==> src/hw/rtl/vector3_normalize_top_macros.svh <==
// Assertion macros used by the vector normalizer top level
`ifndef VECTOR3_NORMALIZE_TOP_MACROS_SVH
`define VECTOR3_NORMALIZE_TOP_MACROS_SVH

// check a property on every clock edge outside reset
`define VN_ASSERT(lbl, prop, msg) \
  lbl: assert property (@(posedge clk) disable iff (rst) prop) else $error(msg);

// check an implication on every clock edge outside reset
`define VN_ASSERT_IMP(lbl, ante, cons, msg) \
  lbl: assert property (@(posedge clk) disable iff (rst) (ante) |-> (cons)) else $error(msg);

`endif

==> src/hw/rtl/vn_pkg.sv <==
// Shared types for the vector normalizer
package vn_pkg;

  typedef struct packed {
    logic valid;
    logic zero;
  } ctrl_t;

  localparam int LANES = 3;

endpackage

==> src/hw/rtl/vn_front.sv <==
// Front stages: component magnitudes, squares, sum of squares and targets
module vn_front #(
  parameter int IN_WIDTH      = 16,
  parameter int OUT_FRAC_BITS = 14,
  parameter int SW            = 2 * IN_WIDTH + 2,
  parameter int WW            = 2 * IN_WIDTH + 2 * OUT_FRAC_BITS + 5
) (
  input  logic                                      clk,
  input  logic                                      rst,
  input  logic                                      en,
  input  logic                                      in_valid,
  input  logic [vn_pkg::LANES-1:0][IN_WIDTH-1:0]    vec,
  output vn_pkg::ctrl_t                             ctrl,
  output logic [SW-1:0]                             sum_sq,
  output logic [vn_pkg::LANES-1:0][WW-1:0]          target,
  output logic [vn_pkg::LANES-1:0]                  neg
);

  logic [vn_pkg::LANES-1:0][IN_WIDTH-1:0]   mag;
  logic [vn_pkg::LANES-1:0]                 neg0;
  logic [vn_pkg::LANES-1:0]                 neg1;
  logic [vn_pkg::LANES-1:0][2*IN_WIDTH-1:0] sq;
  logic                                     valid0;
  logic                                     valid1;
  logic [SW-1:0]                            sum_next;

  always_ff @(posedge clk) begin
    if (rst) begin
      valid0 <= 1'b0;
      valid1 <= 1'b0;
      ctrl   <= '0;
    end else if (en) begin
      valid0 <= in_valid;
      valid1 <= valid0;
      ctrl   <= '{valid: valid1, zero: (sum_next == '0)};
    end
  end

  always_comb begin
    sum_next = '0;
    for (int i = 0; i < vn_pkg::LANES; i++) begin
      sum_next = sum_next + SW'(sq[i]);
    end
  end

  always_ff @(posedge clk) begin
    if (en) begin
      for (int i = 0; i < vn_pkg::LANES; i++) begin
        neg0[i]   <= vec[i][IN_WIDTH-1];
        mag[i]    <= vec[i][IN_WIDTH-1] ? (~vec[i] + 1'b1) : vec[i];
        neg1[i]   <= neg0[i];
        sq[i]     <= mag[i] * mag[i];
        neg[i]    <= neg1[i];
        target[i] <= WW'(sq[i]) << (2 * OUT_FRAC_BITS + 2);
      end
      sum_sq <= sum_next;
    end
  end

endmodule

==> config.mk <==
export PLATFORM = sky130hd
export DESIGN_NAME = vn_front
export DESIGN_NICKNAME = d
export VERILOG_FILES = /design/src/hw/rtl/vector3_normalize_top_macros.svh /design/src/hw/rtl/vn_pkg.sv /design/src/hw/rtl/vn_front.sv
export SDC_FILE = /design/constraint.sdc
export NUM_CORES = 2
export LEC_CHECK = 0
export BUFFER_PORTS_ARGS = -buffer_cell sky130_fd_sc_hd__buf_2
export CELL_PAD_IN_SITES_DETAIL_PLACEMENT = 0
export CELL_PAD_IN_SITES_GLOBAL_PLACEMENT = 1
export CORE_MARGIN = 2
export CORE_UTILIZATION = 50
export CTS_CLUSTER_DIAMETER = 150
export DETAILED_ROUTE_END_ITERATION = 8
export PLACE_DENSITY = 0.93
export SLEW_MARGIN = 20
export SYNTH_ARGS = -nofsm -noshare
export SYNTH_HDL_FRONTEND = slang
export SYNTH_SLANG_ARGS = --single-unit
==> constraint.sdc <==
create_clock -name clk -period 8.9 [get_ports clk]
set_clock_uncertainty 0.1 [all_clocks]
set_input_delay 0.445 -clock clk [delete_from_list [all_inputs] [get_ports clk]]
set_output_delay 0.445 -clock clk [all_outputs]
set_load 0.01 [all_outputs]
==> impl_results.md <==
- FILL cells: 5,873
- Number of global-route vias before repair: 23,377
- Met2 usage: 36.5%
- PortBufs: 183
- Max FO, Critical Path: 16
- Cell area after synthesis: 0.0342 mm2
- Reg2reg start: mag[35]
- Worst Path Required: 9090 ps
- Setup CP Type: flip-flop to flip-flop
- Hold Startpoint: rst
- Crit path launch type: flip-flop
- Number of synthesized flops with an enable pin: 277
- CTS max path bufs: 3
- Endpoints failing setup: 0
- CTS tree: done
- GR Util All Layers: 21.9%
- Multi-input logic area: 0.0222 mm2
- Outcome: finished, final reports clean
- RSZ-0062 raised after global routing: false
- Post-synthesis sequential area ratio: 24.5%
- Largest net degree at the start of global routing: 78
- Initial antenna violation count: 0
- H-tree Lvls: 2
- Die Area: 0.0706 mm2
- Initial DRC Count: 1,529
- Chip width: 266 um
- Cells after Synth: 3,341
- Met3 GRT Util: 3.86%
- Grt ovf: 0
- CTS resizes: 0
- Period utilisation layout: 81.7%
- Ys async rst share: 0%
- CTS clk-pin slew, worst paths: 60 ps
- Max Cap Violations: 0
- Hold Fails Final Rpt: 0
- Detail Route Antenna Nets: 0
- Total Nets Final: 4,402
- Prevailing post-synth register cell: edfxtp_1
- Crit. End Element: flip-flop
- Slew HR: 31.4%
- Maximum clock frequency: 138 MHz
- DR WL/cell: 17.0 um
- Pre-antenna DRT Iters: 5
- Global placement routability congestion: 0.923
- DRC Markers: 0
- HPWL after DPL: 62,200 um
- Syn Area/Cell: 10.2 um2
- Start point of the critical path: mag[35]
- Yosys cell types: 70
- Worst-Margin Slew: 1030 ps
- Diode count: 0
- Met1 GRT Util: 28.7%
- Layout cell share with drive strength beyond 1: 7.91%
- Die Ht: 266 um
- Routed vias: 22,803
- Total CTS buffers: 36
- WP data arrival: 7460 ps
- Busiest grt layer: met2
- Clk_lat worst skew: 570 ps
- Root buffer cell: clkbuf_16
- Yosys Warn Count: 0
- Min Clock Period, post-route: 7270 ps
- Num ports: 286
- Area of the core: 0.0675 mm2
- Final WL: 74,800 um
- Cell Rows: 95
- Initial core utilization: 50.7%
- Total area of sequential cells: 0.00840 mm2
- Min-delay worst type: primary input to flip-flop
- DR vias/cell: 5.18
- Setup TNS: 0 ps
- CTS sink cnt: 281
- First-pass GRT wire length: 121,000 um
- Max-slew violations: 0
- #FFs+latches synth: 281
- Area growth from synthesis to layout: 7.34%
[path summary, 6_finish.rpt]
kind	end	slack (ps)	cells after the start
worst max-delay path	sq[95]	1630	22
worst min register to register	neg1[1]	320	0
worst max register to register	sq[95]	1630	22
worst min-delay path	valid0	30	2
[registers in the layout, indices dropped and copies added, names as in the netlist]
signal and count:
neg 3, sum_sq 34, neg0 3, valid0 1
ctrl 2, sq 93, valid1 1, mag 48
neg1 3, target 93
[cell usage after synthesis (all sizes together) (18+ instances only)]
master    n  area share [%]
a21o     30            0.66
a21oi   101             1.5
and2    125             2.3
buf     102             2.2
clkbuf   70            0.80
edfxtp  277              24
fa      519              30
ha      333              12
inv     785             8.6
nand2   291             3.2
nand2b   26            0.48
nand3    33            0.48
nor2    114             1.2
nor2b    19            0.35
nor3     40            0.58
o21ai    78             1.1
or3      18            0.33
xnor2   127             3.2
xor2     39             1.0
[what timing repair did]
| action | CTS | global route |
|---|---|---|
| hold endpoints to repair | 2 | 0 |
| buffers inserted | 0 | 0 |
| hold buffers | 2 | 0 |
[cell type report]
type / instances / share of cell area [%]
inverter: 785 / 8.02
sequential: 281 / 22.9
timing repair buffer: 188 / 2.64
tap: 873 / 2.97
clock inverter: 25 / 0.531
clock buffer: 40 / 2.49
multi-input combinational: 2206 / 60.5
[cell families (layout without fill, tap and decap cells)]
logic type	count (synthesis)	count (layout)	synth area share, %
multiplexers	9	9	0.278
adder cells (fa/ha/maj)	852	852	42.5
XOR/XNOR	166	166	4.25
AND/OR/NAND/NOR	736	736	10.4
flip-flops	281	281	24.5
buffers and inverters	958	1038	11.7
AO/OA/AOI/OAI	338	338	6.34
other	1	105	0.0110
[stage by stage]
step                hold slack (ps)  cell area, um2  setup slack [ps]  util [%]  std cells
floorplan                       300           34600              2380         -       3445
global placement                301           35600              1690      52.8       4331
detailed placement              305           35600              1640      52.8       4331
CTS                            15.8           36700              1610      54.4       4398
global route                   46.1           36700              1170      54.4       4398
finish                         25.8           36700              1630      54.4       4398
[critical path: stages, from the launching register on]
cell and delay, ps:
edfxtp_1 760, inv_1 270, nor2_1 250, ha_1 290, xor2_1 190, fa_1 540, inv_1 50, fa_1 500
fa_1 500, fa_1 490, inv_1 50, fa_1 470, inv_1 40, ha_1 330, and4_1 280, a221oi_1 230
o21ai_0 290, a211oi_1 370, nor4_1 130, o21a_1 220, o211a_1 230, o41ai_1 310, xnor2_1 110
[per-layer routing]
layer  wire (um)  up-vias  part of all wire, %
li1            -    10645                    -
met2       36100      722                   48
met4        2900        0                  3.9
met3        5550      136                  7.4
met5           0        -                    0
met1       30200    11300                   40
[placed cells by master (no fill, tap or decap), types with 19 or more instances in the layout]
cell / count
fa_1: 519
clkbuf_16: 36
nand2_1: 290
a21o_1: 29
nand3_1: 33
inv_1: 785
conb_1: 105
edfxtp_1: 277
ha_1: 333
nor2_1: 114
buf_2: 182
xor2_1: 39
and2_1: 125
xnor2_1: 127
nor3_1: 40
o21ai_0: 77
a21oi_1: 101
nand2b_1: 26
nor2b_1: 19
Power is left out: the tool's default activity adds up to more than one toggle a clock period on the data nets, which glitch-free logic cannot reach.
