## src/hw/rtl/vector3_normalize_top_macros.svh

```systemverilog
// Assertion macros used by the vector normalizer top level
`ifndef VECTOR3_NORMALIZE_TOP_MACROS_SVH
`define VECTOR3_NORMALIZE_TOP_MACROS_SVH

// check a property on every clock edge outside reset
`define VN_ASSERT(lbl, prop, msg) \
  lbl: assert property (@(posedge clk) disable iff (rst) prop) else $error(msg);

// check an implication on every clock edge outside reset
`define VN_ASSERT_IMP(lbl, ante, cons, msg) \
  lbl: assert property (@(posedge clk) disable iff (rst) (ante) |-> (cons)) else $error(msg);

`endif

```

## src/hw/rtl/vn_pkg.sv

```systemverilog
// Shared types for the vector normalizer
package vn_pkg;

  typedef struct packed {
    logic valid;
    logic zero;
  } ctrl_t;

  localparam int LANES = 3;

endpackage

```

## src/hw/rtl/vn_cell.sv

```systemverilog
// One cell of the chain: decides one quotient bit for all three lanes
module vn_cell #(
  parameter int OUT_FRAC_BITS = 14,
  parameter int BIT           = 14,
  parameter int SW            = 34,
  parameter int WW            = 65,
  parameter int RW            = OUT_FRAC_BITS + 1
) (
  input  logic                                 clk,
  input  logic                                 rst,
  input  logic                                 en,
  input  vn_pkg::ctrl_t                        ctrl_in,
  input  logic [SW-1:0]                        s_in,
  input  logic [vn_pkg::LANES-1:0][WW-1:0]     t_in,
  input  logic [vn_pkg::LANES-1:0][WW-1:0]     a_in,
  input  logic [vn_pkg::LANES-1:0][WW-1:0]     b_in,
  input  logic [vn_pkg::LANES-1:0][RW-1:0]     r_in,
  input  logic [vn_pkg::LANES-1:0]             neg_in,
  output vn_pkg::ctrl_t                        ctrl_out,
  output logic [SW-1:0]                        s_out,
  output logic [vn_pkg::LANES-1:0][WW-1:0]     t_out,
  output logic [vn_pkg::LANES-1:0][WW-1:0]     a_out,
  output logic [vn_pkg::LANES-1:0][WW-1:0]     b_out,
  output logic [vn_pkg::LANES-1:0][RW-1:0]     r_out,
  output logic [vn_pkg::LANES-1:0]             neg_out
);

  localparam logic [RW-1:0] ONE  = RW'(1) << OUT_FRAC_BITS;
  localparam logic [RW-1:0] STEP = RW'(1) << BIT;

  logic [WW-1:0]                           s_w;
  logic [WW-1:0]                           sd;
  logic [WW-1:0]                           sdd;
  logic [vn_pkg::LANES-1:0][WW-1:0]        a_c;
  logic [vn_pkg::LANES-1:0][WW-1:0]        b_c;
  logic [vn_pkg::LANES-1:0][WW-1:0]        lhs;
  logic [vn_pkg::LANES-1:0][RW-1:0]        cand;
  logic [vn_pkg::LANES-1:0]                take;

  always_comb begin
    s_w = WW'(s_in);
    sd  = s_w << BIT;
    sdd = s_w << (2 * BIT);
    for (int i = 0; i < vn_pkg::LANES; i++) begin
      cand[i] = r_in[i] + STEP;
      a_c[i]  = a_in[i] + ((b_in[i] << BIT) << 1) + sdd;
      b_c[i]  = b_in[i] + sd;
      lhs[i]  = (a_c[i] << 2) - (b_c[i] << 2) + s_w;
      take[i] = (cand[i] <= ONE) && (lhs[i] <= t_in[i]);
    end
  end

  always_ff @(posedge clk) begin
    if (rst) begin
      ctrl_out <= '0;
    end else if (en) begin
      ctrl_out <= ctrl_in;
    end
  end

  always_ff @(posedge clk) begin
    if (en) begin
      s_out   <= s_in;
      t_out   <= t_in;
      neg_out <= neg_in;
      for (int i = 0; i < vn_pkg::LANES; i++) begin
        a_out[i] <= take[i] ? a_c[i]  : a_in[i];
        b_out[i] <= take[i] ? b_c[i]  : b_in[i];
        r_out[i] <= take[i] ? cand[i] : r_in[i];
      end
    end
  end

endmodule

```

## config.mk

```make
export PLATFORM = sky130hd
export DESIGN_NAME = vn_cell
export DESIGN_NICKNAME = d
export VERILOG_FILES = /design/src/hw/rtl/vector3_normalize_top_macros.svh /design/src/hw/rtl/vn_pkg.sv /design/src/hw/rtl/vn_cell.sv
export SDC_FILE = /design/constraint.sdc
export NUM_CORES = 2
export LEC_CHECK = 0
export ABC_AREA = 0
export BUFFER_PORTS_ARGS = -buffer_cell sky130_fd_sc_hd__buf_2
export CORE_AREA = 8 8 517 519
export CTS_CLUSTER_SIZE = 8
export DETAILED_ROUTE_END_ITERATION = 10
export DIE_AREA = 0 0 525 527
export GPL_TIMING_DRIVEN = 0
export REMOVE_ABC_BUFFERS = 1
export SLEW_MARGIN = 20
export SYNTH_ARGS = -nofsm -noshare
export SYNTH_HDL_FRONTEND = slang
export SYNTH_SLANG_ARGS = --single-unit
```

## constraint.sdc

```tcl
create_clock -name clk -period 9.3 [get_ports clk]
set_clock_uncertainty 0.2 [all_clocks]
set_input_delay 1.86 -clock clk [delete_from_list [all_inputs] [get_ports clk]]
set_output_delay 1.86 -clock clk [all_outputs]
set_load 0.02 [all_outputs]
```

==> qor.txt <==
Top cell type's share of synthesized area - 33.55%
Int Power - 14.57 mW
Reg2Reg Depth - 2
Die ar. - 0.2767 mm²
Largest net degree at the start of global routing - 110
Ys flop type - edfxtp_1
Async set-reset flop share out of synthesis - 0%
Slowest library cell on the worst path - fa_1
Critical Path RT - 9.58 ns
Main area contributors after synthesis - edfxtp_1 34%, ha_1 16%, fa_1 6.8%
Slew Limit Fails - 0
Max-Slew Margin vs Limit - 28.68%
Floorplan Core Area - 0.2585 mm²
Boundary Pins - 1341
Worst EP arrival - 10.72 ns
Iter 0 DRT Violations - 4719
Pre-CTS setup slack - -5.833 ns
Post-route cell area - 0.08196 mm²
Num CTS Buffers - 101
Mapped Avg Cell Area - 9.802 µm²
Final Hold Fails - 0
Fraction of layout instances using a drive strength above 1 - 33.57%
Worst-path fanout max - 7
Num rows - 187
P_sw - 13.81 mW
Switching share of total power - 48.67%
Root Driver - clkbuf_16
Crit. End Element - flop
Peak supply drop - 0.0001796 V
R2R Setup Slk - 8.52 ns
Worst Setup Slack, final - -1.138 ns
DRT Wirelength - 356800 µm
First-pass GRT wire length - 472600 µm
Worst Path Class, Setup - in -> reg
Post-Syn Area - 0.05969 mm²
Fin crit share - 112.2%
Die H - 527 µm
#FFs+latches synth - 669
Fin Hold WS - 0.2973 ns
Startpoint types - input pin
Die W - 525 µm
Post-synthesis sequential area ratio - 33.62%
Fmax achieved - 95.81 MHz
Synth cell types - 96
Flop pwr share - 15.8%
Status - finished with violations
Leak pwr - 37.05 nW
CTS tree - done
Commonest non-fill, non-tap cell in the layout - buf_2
Vias in the first global route - 56.33k
Via count - 56.77k
Worst Hold Class - reg -> reg
Drt pass-1 iters - 6
Most frequent cells in the layout - 1294 x buf_2, 667 x edfxtp_1, 645 x ha_1
Failing checks - negative setup slack
Nets - 9298
Fin crit period - 10.44 ns
Total gr overflow - 0
Routability congestion estimate - 0.9338
Post-DRT Antenna Nets - 0
Placement Cell Area - 0.07061 mm²
Final Non-Filler Cells - 11.17k
GRT Util Overall - 24.34%
Clk Latency, worst-skew pair - 0.76 ns
Post-layout util - 31.70%
Placed Cells - 10.68k
Post-synth EDFFs - 667
Initial Util - 23.09%
DRC viols - 0
Max H-tree Level - 3
Drt via density - 5.084
Initial antenna violation count - 144
Unrepaired setup endpoints after global routing - true
Dominant cell type by area after synthesis - edfxtp_1
Clk pwr share - 12.7%
Number of buffers added on ports - 1340
Worst r2r dst - ctrl_out[0]$_SDFFE_PP0P_
Final setup violation count - 294
Hold_sp - ctrl_out[1]$_SDFFE_PP0P_
Synthesized instance count - 6090
PD cells - 346.3 mW/mm²
Combinational power share - 71.5%
CTS Sinks - 669
Worst-Margin Slew - 1.059 ns
Number of max-cap violations - 0
WHS Path Cells - 2
Detailed Place HPWL - 292900 µm
Max Buffers Root-to-Sink - 3
Layout area overhead - 37.31%
Critical Path Max Stage Delay - 0.55 ns
Worst min-delay path endpoint - ctrl_out[1]$_SDFFE_PP0P_
Clock transition at path regs - 0.05 ns
Reg2reg start - ctrl_out[0]$_SDFFE_PP0P_
Wire per inst - 31.95 µm
Yosys warning total - 0
[worst max-delay path by stage]
stage                     startpoint                    to  slack (ns)
after floorplan              s_in[0]  b_out[186]$_DFFE_PP_       -5.99
after global placement       s_in[0]  b_out[176]$_DFFE_PP_      -16.88
after detailed placement     s_in[1]   b_out[90]$_DFFE_PP_       -5.83
after CTS                    s_in[0]  a_out[107]$_DFFE_PP_       -1.05
after global routing        s_in[10]   b_out[90]$_DFFE_PP_       -1.21
final                        s_in[0]   b_out[90]$_DFFE_PP_       -1.14
[Yosys cell counts, types with 104 or more instances]
| library cell | number |
|---|---|
| ha_1 | 765 |
| edfxtp_1 | 667 |
| inv_1 | 580 |
| a21oi_1 | 513 |
| nand2_1 | 513 |
| a21o_1 | 358 |
| o21ai_0 | 348 |
| xnor2_1 | 295 |
| nor2_1 | 262 |
| xor2_1 | 220 |
| fa_1 | 204 |
| clkbuf_1 | 151 |
| nand4_1 | 144 |
| nand3_1 | 111 |
| mux2_2 | 104 |
[metal layers]
metal	wire (µm)	part of all wire (%)	global-route usage, %
met1	142700	40	30.00
met2	165800	46	40.42
met3	29760	8.3	5.900
met4	18170	5.1	10.81
met5	289	0.081	0
[kinds of logic after synthesis]
group / synth area share, %
AO/OA/AOI/OAI: 18.04
XOR/XNOR: 7.594
adder cells (fa/ha/maj): 22.88
buffers and inverters: 4.817
flip-flops: 33.62
multiplexers: 2.029
AND/OR/NAND/NOR: 11.02
[state kept, by name (all words and copies together) (netlist names)]
name,count
a_out,195
b_out,195
ctrl_out,2
neg_out,3
r_out,45
s_out,34
t_out,195
[what timing repair did]
item	4_1_cts	5_1_grt
pin swaps	205	129
hold buffers	0	0
gates cloned	20	3
endpoints found under the setup margin	306	306
resized for setup	860	291
buffers inserted	177	79
[cell type report]
| cell class | instances | area, µm² |
|---|---|---|
| fill | 26860 | 176600 |
| multi-input combinational | 4666 | 41900 |
| sequential | 669 | 20070 |
| timing repair buffer | 1639 | 10430 |
| tap | 3402 | 4257 |
| clock buffer | 125 | 2680 |
| inverter | 580 | 2227 |
| clock inverter | 19 | 240.2 |
| antenna | 67 | 167.7 |
[critical path, delay by kind of cell]
| kind | cells | cell delay (ns) |
|---|---|---|
| AO/OA/AOI/OAI | 11 | 2.32 |
| adder cells (fa/ha/maj) | 5 | 1.75 |
| XOR/XNOR | 3 | 0.84 |
| multiplexers | 1 | 0.34 |
| buffers and inverters | 11 | 1.54 |
| AND/OR/NAND/NOR | 8 | 1.95 |
[stage by stage]
step                power [mW]  TNS [ns]
floorplan                15.02  -1011.39
global placement         20.48  -6980.66
detailed placement       20.76  -1422.64
CTS                      27.35   -134.33
global route             30.09   -203.03
finish                   28.38   -155.35
[power by group through the flow]
stage                     Sequential (mW)  Combinational [mW]  Clock [mW]
after detailed placement             4.53                16.2           0
after floorplan                      5.34                9.68           0
after CTS                            4.49                19.1        3.73
after global placement               4.56                15.9           0
final                                4.49                20.3        3.61
after global routing                 4.54                21.8        3.80
(Power assumes the default switching activity.)
